[config.mk]
export PLATFORM = sky130hd
export DESIGN_NAME = serial_boot_receiver_unit
export DESIGN_NICKNAME = d
export VERILOG_FILES = /design/src/sv/sbr_pkg.sv /design/src/sv/sbr_core.sv /design/src/sv/sbr_emitter.sv /design/src/sv/serial_boot_receiver_unit.sv
export SDC_FILE = /design/constraint.sdc
export NUM_CORES = 1
export LEC_CHECK = 0
export ABC_AREA = 1
export BUFFER_PORTS_ARGS = -buffer_cell sky130_fd_sc_hd__buf_2
export CORE_MARGIN = 10
export CORE_UTILIZATION = 48
export DETAILED_ROUTE_END_ITERATION = 12
export GPL_TIMING_DRIVEN = 0
export PLACE_DENSITY = 0.66
export SLEW_MARGIN = 25
export SYNTH_ARGS = -nofsm -noshare
export SYNTH_HDL_FRONTEND = slang
export SYNTH_SLANG_ARGS = --single-unit
[constraint.sdc]
create_clock -name clk -period 5.1 [get_ports clk]
set_clock_uncertainty 0.15 [all_clocks]
set_input_delay 0.51 -clock clk [delete_from_list [all_inputs] [get_ports clk]]
set_output_delay 0.51 -clock clk [all_outputs]
set_load 0.01 [all_outputs]
[src/sv/sbr_pkg.sv]
`default_nettype none

package sbr_pkg;

  localparam int unsigned SIZE_BYTES = 4;
  localparam int unsigned SIZE_CNT_W = $clog2(SIZE_BYTES);
  localparam int unsigned MAX_RESULTS = 5;
  localparam int unsigned IDX_W = $clog2(MAX_RESULTS);

  localparam logic [31:0] MAX_PAYLOAD_RESET = 32'd8388608;

  localparam logic [7:0] REQUEST_BYTE = 8'h03;
  localparam logic [7:0] CHAR_S = 8'h53;
  localparam logic [7:0] CHAR_E = 8'h45;
  localparam logic [7:0] CHAR_O = 8'h4f;
  localparam logic [7:0] CHAR_K = 8'h4b;

  localparam logic CMD_START = 1'b0;
  localparam logic CMD_BYTE = 1'b1;

  localparam logic KIND_TX = 1'b0;
  localparam logic KIND_STORE = 1'b1;

  typedef enum logic [1:0] {
    PH_IDLE,
    PH_SIZE,
    PH_PAYLOAD,
    PH_DONE
  } phase_t;

  typedef enum logic [1:0] {
    RPL_REQ,
    RPL_OK,
    RPL_ERR,
    RPL_STORE
  } reply_code_t;

  // one accepted item's worth of output, expanded by the emitter
  typedef struct packed {
    logic        valid;
    reply_code_t code;
    logic [7:0]  data;
    logic [31:0] offset;
    logic        complete;
  } reply_t;

  function automatic logic [IDX_W-1:0] reply_len(reply_code_t code);
    logic [IDX_W-1:0] n;
    begin
      unique case (code)
        RPL_REQ:   n = IDX_W'(3);
        RPL_OK:    n = IDX_W'(2);
        RPL_ERR:   n = IDX_W'(MAX_RESULTS);
        RPL_STORE: n = IDX_W'(1);
        default:   n = IDX_W'(1);
      endcase
      return n;
    end
  endfunction

  function automatic logic [7:0] reply_byte(reply_code_t code, logic [IDX_W-1:0] idx,
                                            logic [7:0] data);
    logic [7:0] b;
    begin
      unique case (code)
        RPL_REQ:   b = REQUEST_BYTE;
        RPL_OK:    b = (idx == '0) ? CHAR_O : CHAR_K;
        RPL_ERR: begin
          if (idx == IDX_W'(0)) b = CHAR_S;
          else if (idx == IDX_W'(1)) b = CHAR_E;
          else b = REQUEST_BYTE;
        end
        RPL_STORE: b = data;
        default:   b = data;
      endcase
      return b;
    end
  endfunction

endpackage

`default_nettype wire

[src/sv/sbr_core.sv]
`default_nettype none

module sbr_core (
  input  wire logic           clk,
  input  wire logic           rst,
  input  wire logic           cfg_wr_en,
  input  wire logic [31:0]    cfg_wr_data,
  input  wire logic           accept,
  input  wire logic           command,
  input  wire logic [7:0]     rx_byte,
  output sbr_pkg::reply_t     reply
);
  import sbr_pkg::*;

  logic [31:0]           max_payload;
  phase_t                phase, phase_next;
  logic [SIZE_CNT_W-1:0] size_cnt, size_cnt_next;
  logic [31:0]           size_acc, size_acc_next;
  logic [31:0]           rcv, rcv_next;

  logic [31:0] acc_merged;
  logic [31:0] rcv_inc;
  logic        size_full;
  logic        size_bad;
  logic        fin;

  // lanes above the current byte are still zero, so or-ing places the byte
  assign acc_merged = size_acc | (32'(rx_byte) << {size_cnt, 3'b000});
  assign size_full  = (size_cnt == SIZE_CNT_W'(SIZE_BYTES - 1));
  assign size_bad   = (acc_merged == '0) || (acc_merged > max_payload);
  assign rcv_inc    = rcv + 32'd1;
  assign fin        = (rcv_inc == size_acc);

  always_ff @(posedge clk) begin
    if (rst) begin
      max_payload <= MAX_PAYLOAD_RESET;
    end else if (cfg_wr_en) begin
      max_payload <= cfg_wr_data;
    end
  end

  always_ff @(posedge clk) begin
    if (rst) begin
      phase    <= PH_IDLE;
      size_cnt <= '0;
      size_acc <= '0;
      rcv      <= '0;
    end else begin
      phase    <= phase_next;
      size_cnt <= size_cnt_next;
      size_acc <= size_acc_next;
      rcv      <= rcv_next;
    end
  end

  always_comb begin
    phase_next    = phase;
    size_cnt_next = size_cnt;
    size_acc_next = size_acc;
    rcv_next      = rcv;
    if (accept) begin
      if (command == CMD_START) begin
        phase_next    = PH_SIZE;
        size_cnt_next = '0;
        size_acc_next = '0;
        rcv_next      = '0;
      end else begin
        unique case (phase)
          PH_SIZE: begin
            size_acc_next = acc_merged;
            size_cnt_next = size_cnt + SIZE_CNT_W'(1);
            if (size_full) begin
              if (size_bad) begin
                size_acc_next = '0;
              end else begin
                rcv_next   = '0;
                phase_next = PH_PAYLOAD;
              end
            end
          end
          PH_PAYLOAD: begin
            rcv_next = rcv_inc;
            if (fin) phase_next = PH_DONE;
          end
          PH_IDLE, PH_DONE: ;
          default: ;
        endcase
      end
    end
  end

  always_comb begin
    reply = '0;
    if (accept) begin
      if (command == CMD_START) begin
        reply.valid = 1'b1;
        reply.code  = RPL_REQ;
      end else begin
        unique case (phase)
          PH_SIZE: begin
            if (size_full) begin
              reply.valid = 1'b1;
              reply.code  = size_bad ? RPL_ERR : RPL_OK;
            end
          end
          PH_PAYLOAD: begin
            reply.valid    = 1'b1;
            reply.code     = RPL_STORE;
            reply.data     = rx_byte;
            reply.offset   = rcv;
            reply.complete = fin;
          end
          PH_IDLE, PH_DONE: ;
          default: ;
        endcase
      end
    end
  end

endmodule

`default_nettype wire

[src/sv/sbr_emitter.sv]
`default_nettype none

module sbr_emitter (
  input  wire logic            clk,
  input  wire logic            rst,
  input  wire sbr_pkg::reply_t reply,
  output logic                 ready,
  output logic                 m_axis_tvalid,
  input  wire logic            m_axis_tready,
  output logic [39:0]          m_axis_tdata,
  output logic [1:0]           m_axis_tuser,
  output logic                 m_axis_tlast
);
  import sbr_pkg::*;

  logic             pend_valid;
  reply_t           pend;
  logic [IDX_W-1:0] idx;

  logic             out_free;
  logic             move;
  logic             pend_last;
  logic [7:0]       cur_byte;

  assign out_free  = !m_axis_tvalid || m_axis_tready;
  assign move      = pend_valid && out_free;
  assign pend_last = (idx == reply_len(pend.code) - IDX_W'(1));
  assign cur_byte  = reply_byte(pend.code, idx, pend.data);

  // a new transaction may enter as the final result of the pending one moves out
  assign ready = !pend_valid || (pend_last && out_free);

  always_ff @(posedge clk) begin
    if (rst) begin
      pend_valid    <= 1'b0;
      idx           <= '0;
      m_axis_tvalid <= 1'b0;
    end else begin
      if (move) begin
        m_axis_tvalid <= 1'b1;
      end else if (m_axis_tready) begin
        m_axis_tvalid <= 1'b0;
      end
      // a new reply only arrives while the pending one is empty or on its final result
      if (reply.valid) begin
        pend_valid <= 1'b1;
        idx        <= '0;
      end else if (move) begin
        if (pend_last) pend_valid <= 1'b0;
        else idx <= idx + IDX_W'(1);
      end
    end
  end

  always_ff @(posedge clk) begin
    if (reply.valid) pend <= reply;
    if (move) begin
      if (pend.code == RPL_STORE) begin
        m_axis_tdata <= {pend.offset, cur_byte};
        m_axis_tuser <= {pend.complete, KIND_STORE};
      end else begin
        m_axis_tdata <= {32'd0, cur_byte};
        m_axis_tuser <= {1'b0, KIND_TX};
      end
      m_axis_tlast <= pend_last;
    end
  end

endmodule

`default_nettype wire

[src/sv/serial_boot_receiver_unit.sv]
`default_nettype none

// Serial boot receiver. A start transaction (tuser 0) sends three 0x03 requests and
// arms size reception; four byte transactions (tuser 1) give the payload size, little
// endian. A size of zero or above max_payload_bytes answers 'S','E' and three fresh
// requests; a valid size answers 'O','K' and each following byte comes out as a store
// result with its offset, the final one flagged complete. Bytes are ignored while idle
// or done. An input item's results, 0 to 5 of them, leave the output register one per cycle
// while m_axis_tready is held high; payload bytes stream at one per cycle unless the output
// stalls. The result emitter holds one item: the next item is accepted in the cycle its
// predecessor's final result enters the output register. An accepted item is first held
// in the emitter's pending register, then its first result moves into the output register.
module serial_boot_receiver_unit (
  input  wire logic        clk,
  input  wire logic        rst,
  input  wire logic        cfg_wr_en,
  input  wire logic [31:0] cfg_wr_data,     // max_payload_bytes
  input  wire logic        s_axis_tvalid,
  output logic             s_axis_tready,
  input  wire logic [7:0]  s_axis_tdata,    // rx_byte
  input  wire logic        s_axis_tuser,    // command
  output logic             m_axis_tvalid,
  input  wire logic        m_axis_tready,
  output logic [39:0]      m_axis_tdata,    // byte_value [7:0], store_offset [39:8]
  output logic [1:0]       m_axis_tuser,    // kind [0], complete [1]
  output logic             m_axis_tlast
);
  import sbr_pkg::*;

  logic   accept;
  reply_t reply;

  assign accept = s_axis_tvalid && s_axis_tready;

  sbr_core u_core (
    .clk         (clk),
    .rst         (rst),
    .cfg_wr_en   (cfg_wr_en),
    .cfg_wr_data (cfg_wr_data),
    .accept      (accept),
    .command     (s_axis_tuser),
    .rx_byte     (s_axis_tdata),
    .reply       (reply)
  );

  sbr_emitter u_emitter (
    .clk           (clk),
    .rst           (rst),
    .reply         (reply),
    .ready         (s_axis_tready),
    .m_axis_tvalid (m_axis_tvalid),
    .m_axis_tready (m_axis_tready),
    .m_axis_tdata  (m_axis_tdata),
    .m_axis_tuser  (m_axis_tuser),
    .m_axis_tlast  (m_axis_tlast)
  );

  // a start produces several results, so input must pause right after it
  a_start_blocks: assert property (@(posedge clk) disable iff (rst)
    (accept && s_axis_tuser == CMD_START) |=> !s_axis_tready)
    else $error("input taken while request bytes still pending");

  a_store_last: assert property (@(posedge clk) disable iff (rst)
    (m_axis_tvalid && m_axis_tuser[0] == KIND_STORE) |-> m_axis_tlast)
    else $error("store result not flagged last");

  a_tx_clean: assert property (@(posedge clk) disable iff (rst)
    (m_axis_tvalid && m_axis_tuser[0] == KIND_TX)
      |-> (m_axis_tdata[39:8] == 32'd0 && !m_axis_tuser[1]))
    else $error("transmit result carries offset or complete");

endmodule

`default_nettype wire

Word-level counts from Yosys, hierarchy flattened. Cells that the tools add are included.

Logic and storage cells: 94. Flip-flop bits (word level): 191.

Reduce and logical (&&, ||, !) cells: 22. $lt $le $gt $ge: 1. Shift operators: 1. Eq/ne operators: 14. Bitwise operators: 2. Add/subtract/negate cells: 4. Muxes and demuxes: 33.

Operator list (count): $mux 32 (7); $mux 41 (2); $pmux 32 s2 (1); $mux 44 (1); $add 32x1->32 const B (1); $eq 32x32->1 (1); $gt 32x32->1 (1); $logic_not 32->1 (1); $or 32x32->32 (1); $pmux 8 s4 (1); $shl 8x5->32 (1); $mux 2 (7); $pmux 3 s4 (1); $mux 3 (3); $eq 2x2->1 const B (4); $mux 8 (1); $reduce_and 2->1 (4); $mux 7 (1); $mux 1 (6); $ne 3x2->1 const B (2); $pmux 3 s2 (1); $reduce_bool 2->1 (3); $reduce_and 5->1 (1); $eq 2x1->1 const B (2); 18 further kinds (23).

Depth between registers and ports, before layout. Gate-level depths: netlist of run 1.

Word-level depth: 11. Gate-level depth with buffers: 23. Depth with buffers taken out: 23.

Modules after synthesis. From an unflattened synthesis of run 1, not the netlist that was laid out.

Cells, all modules: 1400. Area total of the unflattened synthesis: 10276.1 um^2.

By module, submodules not included: sbr_core (cells each 1170, instances 1, area each 6980.4 um^2); sbr_emitter (cells each 228, instances 1, area each 3288.2 um^2); serial_boot_receiver_unit (cells each 2, instances 1, area each 7.5 um^2).

Least setup slack after synthesis of run 1. No wires, ideal clock.

Kind: register -> register. From: register u_emitter.pend[41] (netlist bit). To: register u_emitter.pend[0] (netlist bit), enable pin. Stages on the path, launching flop included: 7. Arrival: 3.076 ns. Setup time: 0.444 ns. Slack: 1.431 ns. Period minus slack after synthesis: 3.669 ns. Buffers on the path: 0. Path through: edfxtp_1 -> nor2_1 -> xor2_1 -> nand3_2 -> o21ai_2 -> nand2_2 -> nor2_1.

RTL lines: start: declaration (RTL line sbr_emitter.sv:17) `reply_t pend;`; start signal: assignment (RTL line sbr_emitter.sv:56) `if (reply.valid) pend <= reply;`.

Final worst setup path of run 1.
From: register u_core.size_cnt[1]. To: register u_core.rcv[25].

Cells in the longest elaborated chain, start to end: 6. Elaborated cells on any way between the ends: 9. Classes of those cells: order compare: 1; eq/ne: 3; shift: 1; bitwise: 1; reduce/logical: 3.

RTL lines: start: declaration (RTL line sbr_core.sv:17) `logic [SIZE_CNT_W-1:0] size_cnt, size_cnt_next;`; start signal: assignment (RTL line sbr_core.sv:50) `size_cnt <= size_cnt_next;`; $shl 8x5->32 (RTL line sbr_core.sv:28) `assign acc_merged = size_acc | (32'(rx_byte) << {size_cnt, 3'b000});`; $or 32x32->32 (RTL line sbr_core.sv:28); $gt 32x32->1 or $logic_not 32->1 (tied branches) (RTL line sbr_core.sv:30) `assign size_bad = (acc_merged == '0) || (acc_merged > max_payload);`; $logic_or 1x1->1 (RTL line sbr_core.sv:30); $ne 3x3->1 (no line); $reduce_and 4->1 (no line) *; end signal: assignment (RTL line sbr_core.sv:52) `rcv <= rcv_next;`; end: declaration (RTL line sbr_core.sv:19) `logic [31:0] rcv, rcv_next;`.

Mark *: on every way between the ends. The rest lies on a longest branch, timed or not. A chain may end at the register's enable or synchronous reset.

==> results of run 1 <==
-- final cells by class --
type	instances	share of cell area, %
Multi-Input combinational cell	918	39.7
Sequential cell	191	39.7
Inverter	217	6.91
Timing Repair Buffer	92	4.15
Clock buffer	17	3.60
Tap cell	275	2.91
Buffer	45	1.80
Clock inverter	15	1.21
-- state kept, by name (all words and copies together) (netlist names) --
register and cells:
u_emitter.m_axis_tvalid 1, u_emitter.m_axis_tdata 40, u_emitter.m_axis_tlast 1, u_core.phase 2
u_core.rcv 32, u_emitter.m_axis_tuser 2, u_emitter.pend_valid 1, u_core.max_payload 32
u_emitter.pend 43, u_core.size_acc 32, u_core.size_cnt 2, u_emitter.idx 3
-- metal layers --
| metal | vias up | wire length (um) | GRT usage, % |
|---|---|---|---|
| met5 | - | 0 | 0 |
| met4 | 0 | 865 | 7.34 |
| met3 | 46 | 1650 | 3.11 |
| met2 | 308 | 13300 | 32.6 |
| met1 | 4083 | 13600 | 27.5 |
| li1 | 4688 | - | - |
-- kinds of logic after synthesis --
| logic type | share of synthesized area, % |
|---|---|
| AOI/OAI and AO/OA | 12.7 |
| and+or+nand+nor | 27.0 |
| adders and majority gates | 4.70 |
| xor gates and xnor gates | 0.674 |
| buffers and inverters | 9.90 |
| DFF | 45.1 |
-- per-stage QoR --
step | hold slack [ns] | area [sq um] | worst slack (ns) | power (W) | util (%)
after floorplan | 0.285 | 10400 | 1.43 | 0.00196 | -
after global placement | 0.305 | 11200 | 0.710 | 0.00208 | 52.9
after detailed placement | 0.306 | 11200 | 1.71 | 0.00210 | 53.1
after CTS | 0.138 | 11800 | 1.84 | 0.00340 | 55.8
after global routing | 0.169 | 11800 | 1.56 | 0.00352 | 55.8
final | 0.146 | 11800 | 1.81 | 0.00339 | 55.8
-- worst min-delay path: stages --
cell	delay (ns)
buf_2	0.08
a21oi_1	0.05
o21ai_0	0.06
-- final timing paths --
kind / endpoint / cells past startpoint
setup / recovery: u_core.rcv[25] / 17
hold / removal: u_core.max_payload[23] / 3
setup reg to reg: u_core.rcv[25] / 17
hold reg to reg: u_core.max_payload[9] / 2
-- Yosys cell counts, types with 4 or more instances --
library cell and count:
nand2_1 299, inv_1 210, nor2_1 176, dfxtp_1 105, a21oi_1 99, edfxtp_1 86, nand3_1 85, o21ai_0 79
ha_1 39, a211oi_1 24, clkbuf_1 22, nand4_1 22, nand2_2 16, o21ai_1 12, buf_2 10, a211oi_2 8
xor2_1 8, buf_4 6, nand3_2 6, nor2_4 6, nor3b_1 6, a31oi_1 5, buf_1 5, inv_2 5
nor3_1 5, nor2_2 4
-- where the power goes --
group          leakage (nW)  switching (W)  total [W]  internal, W
Combinational          3.05       0.000249   0.000369     0.000119
Sequential             1.66      0.0000316    0.00170      0.00166
Clock                 0.278       0.000674    0.00133     0.000653
==> flow_summary.ini, run 1 <==
[route]
via_count = 9125
drc = 0
drt_first_pass_iters = 7
viasPerCell = 5.16
wl_per_cell_um = 16.6
ant_nets = 0
drt-initial-drc-count = 713
routed_wl_um = 29400

[worst_setup_path]
critical_path_class = reg -> reg
crit_path_end_kind = flip-flop
cpPeakStageDelay_ns = 0.44
crit_buf_inv = 3
cp.arrival_ns = 3.48
critPathSlowestCell = dfxtp_1
worst-path-max-fanout = 10
r2r_start = u_core.size_cnt[1]
worstPathRequired_ns = 5.28
path_cells = inv_2 > buf_2 > o21ai_0 > ha_1 > a21oi_1 > nor2_1 > nor2_1 > nand3_1 > a21oi_1 > nand2_1 > nand2_1 > nand2_1 > nand2_1 > nand2_2 > buf_4 > o21ai_0 > a21oi_1
cp-start-kind = flip-flop
crit_family = compound AO/OA/AOI/OAI gates
crit_start = u_core.size_cnt[1]
crit_path_frequent_cell = nand2_1
r2r_slack_ns = 1.81

[place]
dp.cells = 1738
routabilityCongestion = 0.949
io_buffers = 90
dp.final_hpwl_um = 23400

[min_path]
hp-start = cfg_wr_data[23]
hold_class = in -> reg

[global_route]
grt_pass1_vias = 8471
grt_pass1_wl_um = 45600
grt.overflow.total = 0
grt_usage_pct = 20.4
grt_max_degree = 30
antenna_found_initial = 0

[synth]
synth.avg_cell_area_sq_um = 7.58
ys_warn_count = 0
synth_top_cell_area_share_pct = 24.8
synth_nets = 1456
synth_ff_type = dfxtp_1
synth_edf_count = 86
netlist_instances = 1371
yosys_register_bits = 191
yosysSeqAreaShare_pct = 45.1
netlist_area_sq_mm = 0.0104
synth_largest_area_cell = edfxtp_1
ys_top_cells_by_area = edfxtp_1 (25%), dfxtp_1 (20%), nand2_1 (11%)
async_flop_share_pct = 0
synth_cell_types = 41

[clock_tree]
cts_buffers = 17
post_cts_resized = 0
ctsHoldBuffers = 0
clockRootBuffer = clkbuf_16
cts_sinks = 191
post_cts_buffers = 0
clkLatencyLatePin_ns = 0.45
clk_pin_slew_ns = 0.08
cts_tree = yes
htreeDepth = 4
clockBufferDepth = 2

[sta]
post-route-period-util_pct = 64.6
finalSetupViolCount = 0
fmax_mhz = 304
maxSlewHeadroom_pct = 49.1
hold_viol_final = 0
fin_tns_setup_ns = 0
slew_viol_final = 0
worst_pin_slew_ns = 0.764
period_needed_ns = 3.29
rsz0062_at_grt = false

[power_and_ir_drop]
p_per_area_mw_per_mm2 = 287
ir_drop_uv = 229
power.leakage_nw = 4.99

[final_layout]
multi_input_area_sq_mm = 0.00469
antennaDiodeCount = 0
drive_gt1_share_pct = 13.6
fillCellCount = 2097
final_nets = 1567
final_common_cell = nand2_1
stdcell_count = 1770
regArea_sq_mm = 0.00468
area_delta_synth_final_pct = 13.6
most-common-layout-cells = nand2_1 (299), inv_1 (210), nor2_1 (174)

[die]
core_area_sq_mm = 0.0212
die_w_um = 167
num_io_pins = 91
die_h_um = 167
rows = 53
die_area_sq_mm = 0.0279
initial_core_util_pct = 49.1

[run_status]
status = completed

[flow_run]
cap_violations = 0
No activity file was read; power rests on OpenSTA's default activity.
==> inputs of run 2 (changes only) <==
PLACE_DENSITY = 0.69   (was 0.66)
clock period = 2.7 ns   (was 5.1 ns; I/O delays follow)
==> run 2 against run 1 <==
  * Die area unchanged
  * The flow now finishes with violations (setup timing)
  * Critical endpoint is now u_core.phase[1]
  * Critical path type unchanged
  * Critical path depth increased by 1
  * Highest routed layer unchanged
  * Final cell count increased by 3.3%
  * Sequential cell count unchanged
==> flow_summary.ini, run 2 (synthesis gave the netlist of run 1 again) <==
[clock_tree]
htreeDepth = 4
clkLatencyLatePin_ns = 0.45
clockBufferDepth = 2
clk_pin_slew_ns = 0.08
cts_tree = yes
cts_sinks = 191
clockRootBuffer = clkbuf_16
cts_buffers = 17

[final_layout]
final_nets = 1626
stdcell_count = 1829
top_register = u_emitter.pend
final_core_util_pct = 62.1
antennaDiodeCount = 0
most-common-layout-cells = nand2_1 (283), inv_1 (207), nor2_1 (166)
drive_gt1_share_pct = 20.7
final_common_cell = nand2_1
area_delta_synth_final_pct = 26.5
design_area_sq_mm = 0.0131
top_regs = u_emitter.pend (43), u_emitter.m_axis_tdata (40)
largest_reg_flops = 43

[global_route]
grt_pass1_vias = 9028
grt_usage_pct = 21.3
grt_max_degree = 30
grt.overflow.total = 0
grt_pass1_wl_um = 48100
antenna_found_initial = 0

[place]
post-place-ws_ns = -0.527
routabilityCongestion = 0.965
dp.cells = 1738
io_buffers = 90
dp.final_hpwl_um = 23400
post_dp_cell_area_sq_mm = 0.0112

[run_status]
violations = setup timing
status = finished, violations left

[worst_setup_path]
worstPathRequired_ns = 2.86
rr_endpoint = u_core.phase[1]
worst-path-max-fanout = 8
cpPeakStageDelay_ns = 0.45
critPathSlowestCell = dfxtp_4
crit_path_frequent_cell = nand2_1
cp.arrival_ns = 2.86
r2r_slack_ns = -0.0005
path_cells = nand2_1 > o21ai_4 > ha_1 > nand2_1 > nor2_1 > nand2_1 > inv_1 > a21oi_2 > nand2_1 > nand2_1 > nand2_2 > nand2_4 > nand2_8 > inv_8 > buf_4 > nand2_2 > nand2_1 > a21oi_2
cp-start-kind = flip-flop
r2r_cells = 18
r2r_start = u_core.size_cnt[0]
crit_path_end_kind = flip-flop
critical_path_class = reg -> reg

[sta]
rsz0062_at_grt = true
maxSlewHeadroom_pct = 48.1
finalSetupViolCount = 1
slew_viol_final = 0
period_needed_ns = 2.70
finalWorstSetupSlack_ns = -0.000526
hold_viol_final = 0
post-route-period-util_pct = 100
worst_pin_slew_ns = 0.778
fmax_mhz = 370

[die]
die_w_um = 167
core_area_sq_mm = 0.0212
num_io_pins = 91
rows = 53
die_h_um = 167
die_area_sq_mm = 0.0279
initial_core_util_pct = 49.1

[route]
drc = 0
ant_nets = 0
drt-initial-drc-count = 939
viasPerCell = 5.24
routed_wl_um = 31000
wl_per_cell_um = 17.0
via_count = 9583
drt_first_pass_iters = 7

[power_and_ir_drop]
ir_drop_uv = 452
power.leakage_nw = 5.47
p_per_area_mw_per_mm2 = 506
total_power_w = 0.00665

[flow_run]
cap_violations = 0

[min_path]
holdPathEnd = u_core.phase[1]
whs_path_depth = 3
hp-start = s_axis_tuser
hold_class = in -> reg
[run 2: changes by cell type in the layout (fill, tap and decap cells not counted), moves of 9 or more]
| cell | previous run | this run |
|---|---|---|
| a211oi_1 | 24 | 15 |
| buf_4 | 6 | 24 |
| dlygate4sd3_1 | 0 | 36 |
| ha_1 | 39 | 29 |
| ha_4 | 0 | 9 |
| nand2_1 | 299 | 283 |
| nand2_4 | 2 | 11 |
| o21ai_0 | 79 | 39 |
| o21ai_1 | 12 | 21 |
| o21ai_2 | 2 | 20 |
| o21ai_4 | 0 | 13 |
[run 2: metal layers]
layer,GRT usage [%],wire [um],vias up
li1,-,-,4808
met1,28.0,13800,4377
met2,34.5,14300,355
met3,3.75,2030,43
met4,7.99,866,0
met5,0,0,-
[run 2: area by class of cell]
cell class,instances,area (sq um)
buffer,45,294
clock buffer,17,425
multi-input combinational,918,5310
inverter,217,830
fill,1866,8010
tap,275,344
timing repair buffer,151,1060
sequential,191,4690
clock inverter,15,184
[run 2: worst max-delay path, delay by kind of cell (launching register included)]
family	cells	cell delay (ns)
adder cells (fa/ha/maj)	1	0.28
flip-flops	1	0.45
AO/OA/AOI/OAI	3	0.42
buffers and inverters	3	0.27
AND/OR/NAND/NOR	11	1.01
[run 2: worst max-delay path by stage]
stage / startpoint / endpoint
2_1_floorplan: u_core.size_cnt[1] / u_core.rcv[7]
3_3_place_gp: u_core.size_cnt[1] / u_core.rcv[24]
3_5_place_dp: u_core.size_cnt[1] / u_core.rcv[24]
4_1_cts: u_core.size_cnt[0] / u_core.rcv[7]
5_1_grt: u_core.size_cnt[0] / u_core.rcv[21]
6_report: u_core.size_cnt[0] / u_core.phase[1]
[run 2: through the flow]
stage | TNS, ns | hold WS (ns)
2_1_floorplan | 0 | 0.231
3_3_place_gp | -29.47 | 0.306
3_5_place_dp | -27.84 | 0.307
4_1_cts | 0 | 0.00224
5_1_grt | -5.15 | 0.0171
6_report | -0.000526 | 0.0156
[run 2: repair_timing]
| item | 4_1_cts | 5_1_grt |
|---|---|---|
| pin swaps | 21 | 19 |
| endpoints found under the setup margin | 70 | 134 |
| hold endpoints to repair | 33 | 0 |
| hold buffers | 36 | 0 |
| resized for setup | 115 | 88 |
| buffers inserted | 7 | 14 |
| cloned | 2 | 0 |
[run 2: power breakdown]
group	internal, W	switching [W]
Combinational	0.000321	0.000537
Clock	0.00126	0.00133
Sequential	0.00314	0.0000613
Total	0.00472	0.00193
==> inputs of run 3 (changes only) <==
ABC_AREA = 0   (was 1)
CORE_MARGIN = 5   (was 10)
==> run 3 against run 2 <==
  * The flow still finishes with violations (setup timing)
  * Worst setup slack worse by 1.2 ns
  * Combinational power down 11%
  * Register-to-register slack worse by 1.2 ns
  * Highest routed layer unchanged
  * Largest power group unchanged
  * Sequential share of layout area down 1.2 points
  * Via count down 6.2%
  * Final area up 3.8%
==> flow_summary.ini, run 3 <==
[synth]
synth_nets = 1116
async_flop_share_pct = 0
synth_ff_type = dfxtp_1
netlist_instances = 1031
yosys_register_bits = 191
synth_largest_area_cell = edfxtp_1
synth_edf_count = 86
synth_common_cells = dfxtp_1 (105), nor2_1 (89), edfxtp_1 (86), and3_1 (77), clkbuf_1 (57)
netlist_area_sq_mm = 0.0102
synth.avg_cell_area_sq_um = 9.85
ys_warn_count = 0
synth.most_common_cell = dfxtp_1
synth_top_cell_area_share_pct = 25.4
synth_cell_types = 78
ys_top_cells_by_area = edfxtp_1 (25%), dfxtp_1 (21%), ha_1 (4.8%)
yosysSeqAreaShare_pct = 46.1

[worst_setup_path]
critPathSlowestCell = or3b_4
r2r_start = u_core.size_cnt[1]
cpPeakStageDelay_ns = 0.45
cp-start-kind = flip-flop
critical_path_class = reg -> reg
worst-path-max-fanout = 8
crit_buf_inv = 6
worstPathRequired_ns = 2.91
crit_path_frequent_cell = buf_6
path_cells = buf_8 > nor2b_4 > buf_8 > a21o_1 > ha_4 > nand4_1 > nor4_4 > or3b_4 > o311a_4 > buf_6 > nor3_4 > buf_6 > buf_6 > o2111a_2 > buf_6 > nand2_8 > o2bb2ai_2
crit_family = simple AND/OR/NAND/NOR gates
cp.arrival_ns = 4.06
crit_path_end_kind = flip-flop
crit_start = u_core.size_cnt[1]

[die]
core_area_sq_mm = 0.0210
die_w_um = 155
rows = 53
initial_core_util_pct = 48.5
die_h_um = 155
die_area_sq_mm = 0.0242
num_io_pins = 91

[power_and_ir_drop]
power.leakage_nw = 5.69
ir_drop_uv = 541
p_per_area_mw_per_mm2 = 475

[route]
drc = 0
drt-initial-drc-count = 932
routed_wl_um = 30600
wl_per_cell_um = 20.3
via_count = 8986
viasPerCell = 5.95
ant_nets = 0
drt_first_pass_iters = 5

[place]
post_dp_cell_area_sq_mm = 0.0111
routabilityCongestion = 0.973
dp.final_hpwl_um = 20100
io_buffers = 79

[sta]
maxSlewHeadroom_pct = 30.9
slew_viol_final = 0
worst_pin_slew_ns = 1.04
post-route-period-util_pct = 143
finalWorstSetupSlack_ns = -1.16
period_needed_ns = 3.86
fin_tns_setup_ns = -74.31
finalSetupViolCount = 80
fmax_mhz = 259
hold_viol_final = 0
rsz0062_at_grt = true

[flow_run]
cap_violations = 0

[global_route]
grt_pass1_wl_um = 46200
grt_max_degree = 31
grt_pass1_vias = 8411
grt_usage_pct = 24.3
antenna_found_initial = 0
grt.overflow.total = 0

[final_layout]
design_area_sq_mm = 0.0136
top_register = u_emitter.pend
drive_gt1_share_pct = 28.4
most-common-layout-cells = dfxtp_1 (98), nor2_1 (87), edfxtp_1 (86)
multi_input_area_sq_mm = 0.00597
top_regs = u_emitter.pend (43), u_emitter.m_axis_tdata (40)
antennaDiodeCount = 0
fillCellCount = 1609
final_common_cell = dfxtp_1
area_delta_synth_final_pct = 34.3
final_nets = 1307
largest_reg_flops = 43
regArea_sq_mm = 0.00470

[run_status]
violations = setup timing
status = finished, violations left

[clock_tree]
cts_buffers = 17
clockRootBuffer = clkbuf_16
htreeDepth = 4
clkLatencyLatePin_ns = 0.45
clockBufferDepth = 2
clk_pin_slew_ns = 0.07
cts_sinks = 191
cts_tree = yes

[min_path]
hold_class = in -> reg
hp-start = s_axis_tvalid
run 3: tightest hold or removal path: stages:
cell and delay, ns:
buf_2 0.09, nand2_1 0.10, nand2_1 0.09, a21oi_1 0.05
run 3: logic make-up (layout without fill, tap and decap cells):
family                   count (synthesis)  in the layout  synth area share (%)
multiplexers                            40             40                  3.94
AND/OR/NAND/NOR                        364            365                  20.0
AO/OA/AOI/OAI                          220            220                  15.7
adder cells (fa/ha/maj)                 39             39                  4.81
buffers and inverters                  129            331                  5.29
XOR/XNOR                                48             48                  4.14
flip-flops                             191            191                  46.1
run 3: metal layers:
layer / vias up / part of all wire [%] / GRT usage, %
met5: - / 0 / 0
met3: 103 / 7.2 / 3.76
met4: 0 / 4.4 / 10.1
li1: 4193 / - / -
met2: 454 / 48 / 40.8
met1: 4236 / 41 / 31.2
run 3: through the flow:
step	hold slack, ns	total power [W]	setup slack [ns]	instances	utilization [%]
final	0.0498	0.00648	-1.16	1509	65.1
after global routing	0.0611	0.00667	-1.27	1509	65.1
after CTS	0.0422	0.00641	-1.16	1490	61.4
after detailed placement	0.336	0.00377	-1.72	1386	53.0
after global placement	0.324	0.00375	-1.70	1385	52.9
after floorplan	0.250	0.00357	-0.759	1031	-
run 3: final cells by class:
type | count | share of cell area [%]
multi-input cells | 712 | 43.8
flip-flops and latches | 191 | 34.5
repair buffers | 171 | 9.42
plain buffers | 74 | 3.74
clock buffers | 17 | 3.12
well taps | 275 | 2.52
inverters | 49 | 1.38
clock inverters | 14 | 1.19
repair inverters | 6 | 0.330
run 3: what timing repair did:
item | in CTS | in global routing
endpoints found under the hold margin | 32 | 0
setup buffers | 33 | 25
pin swaps | 29 | 58
hold buffers | 32 | 0
cloned | 9 | 4
resized for setup | 105 | 117
setup endpoints to repair | 142 | 143
run 3: path summary, 6_finish.rpt:
check,endpoint,slack [ns],depth (start not counted)
worst min-delay path,u_core.size_cnt[1],0.05,4
worst max-delay path,u_core.size_acc[12],-1.16,17
worst max register to register,u_core.size_acc[12],-1.16,17
worst min register to register,u_core.max_payload[25],0.35,2
run 3: power breakdown:
| part | switching, W | leakage, nW | internal [W] | total, W |
|---|---|---|---|---|
| Clock | 0.00124 | 0.283 | 0.00132 | 0.00257 |
| Combinational | 0.000453 | 3.74 | 0.000306 | 0.000760 |
| Sequential | 0.0000378 | 1.67 | 0.00311 | 0.00315 |
| Total | 0.00174 | 5.69 | 0.00474 | 0.00648 |
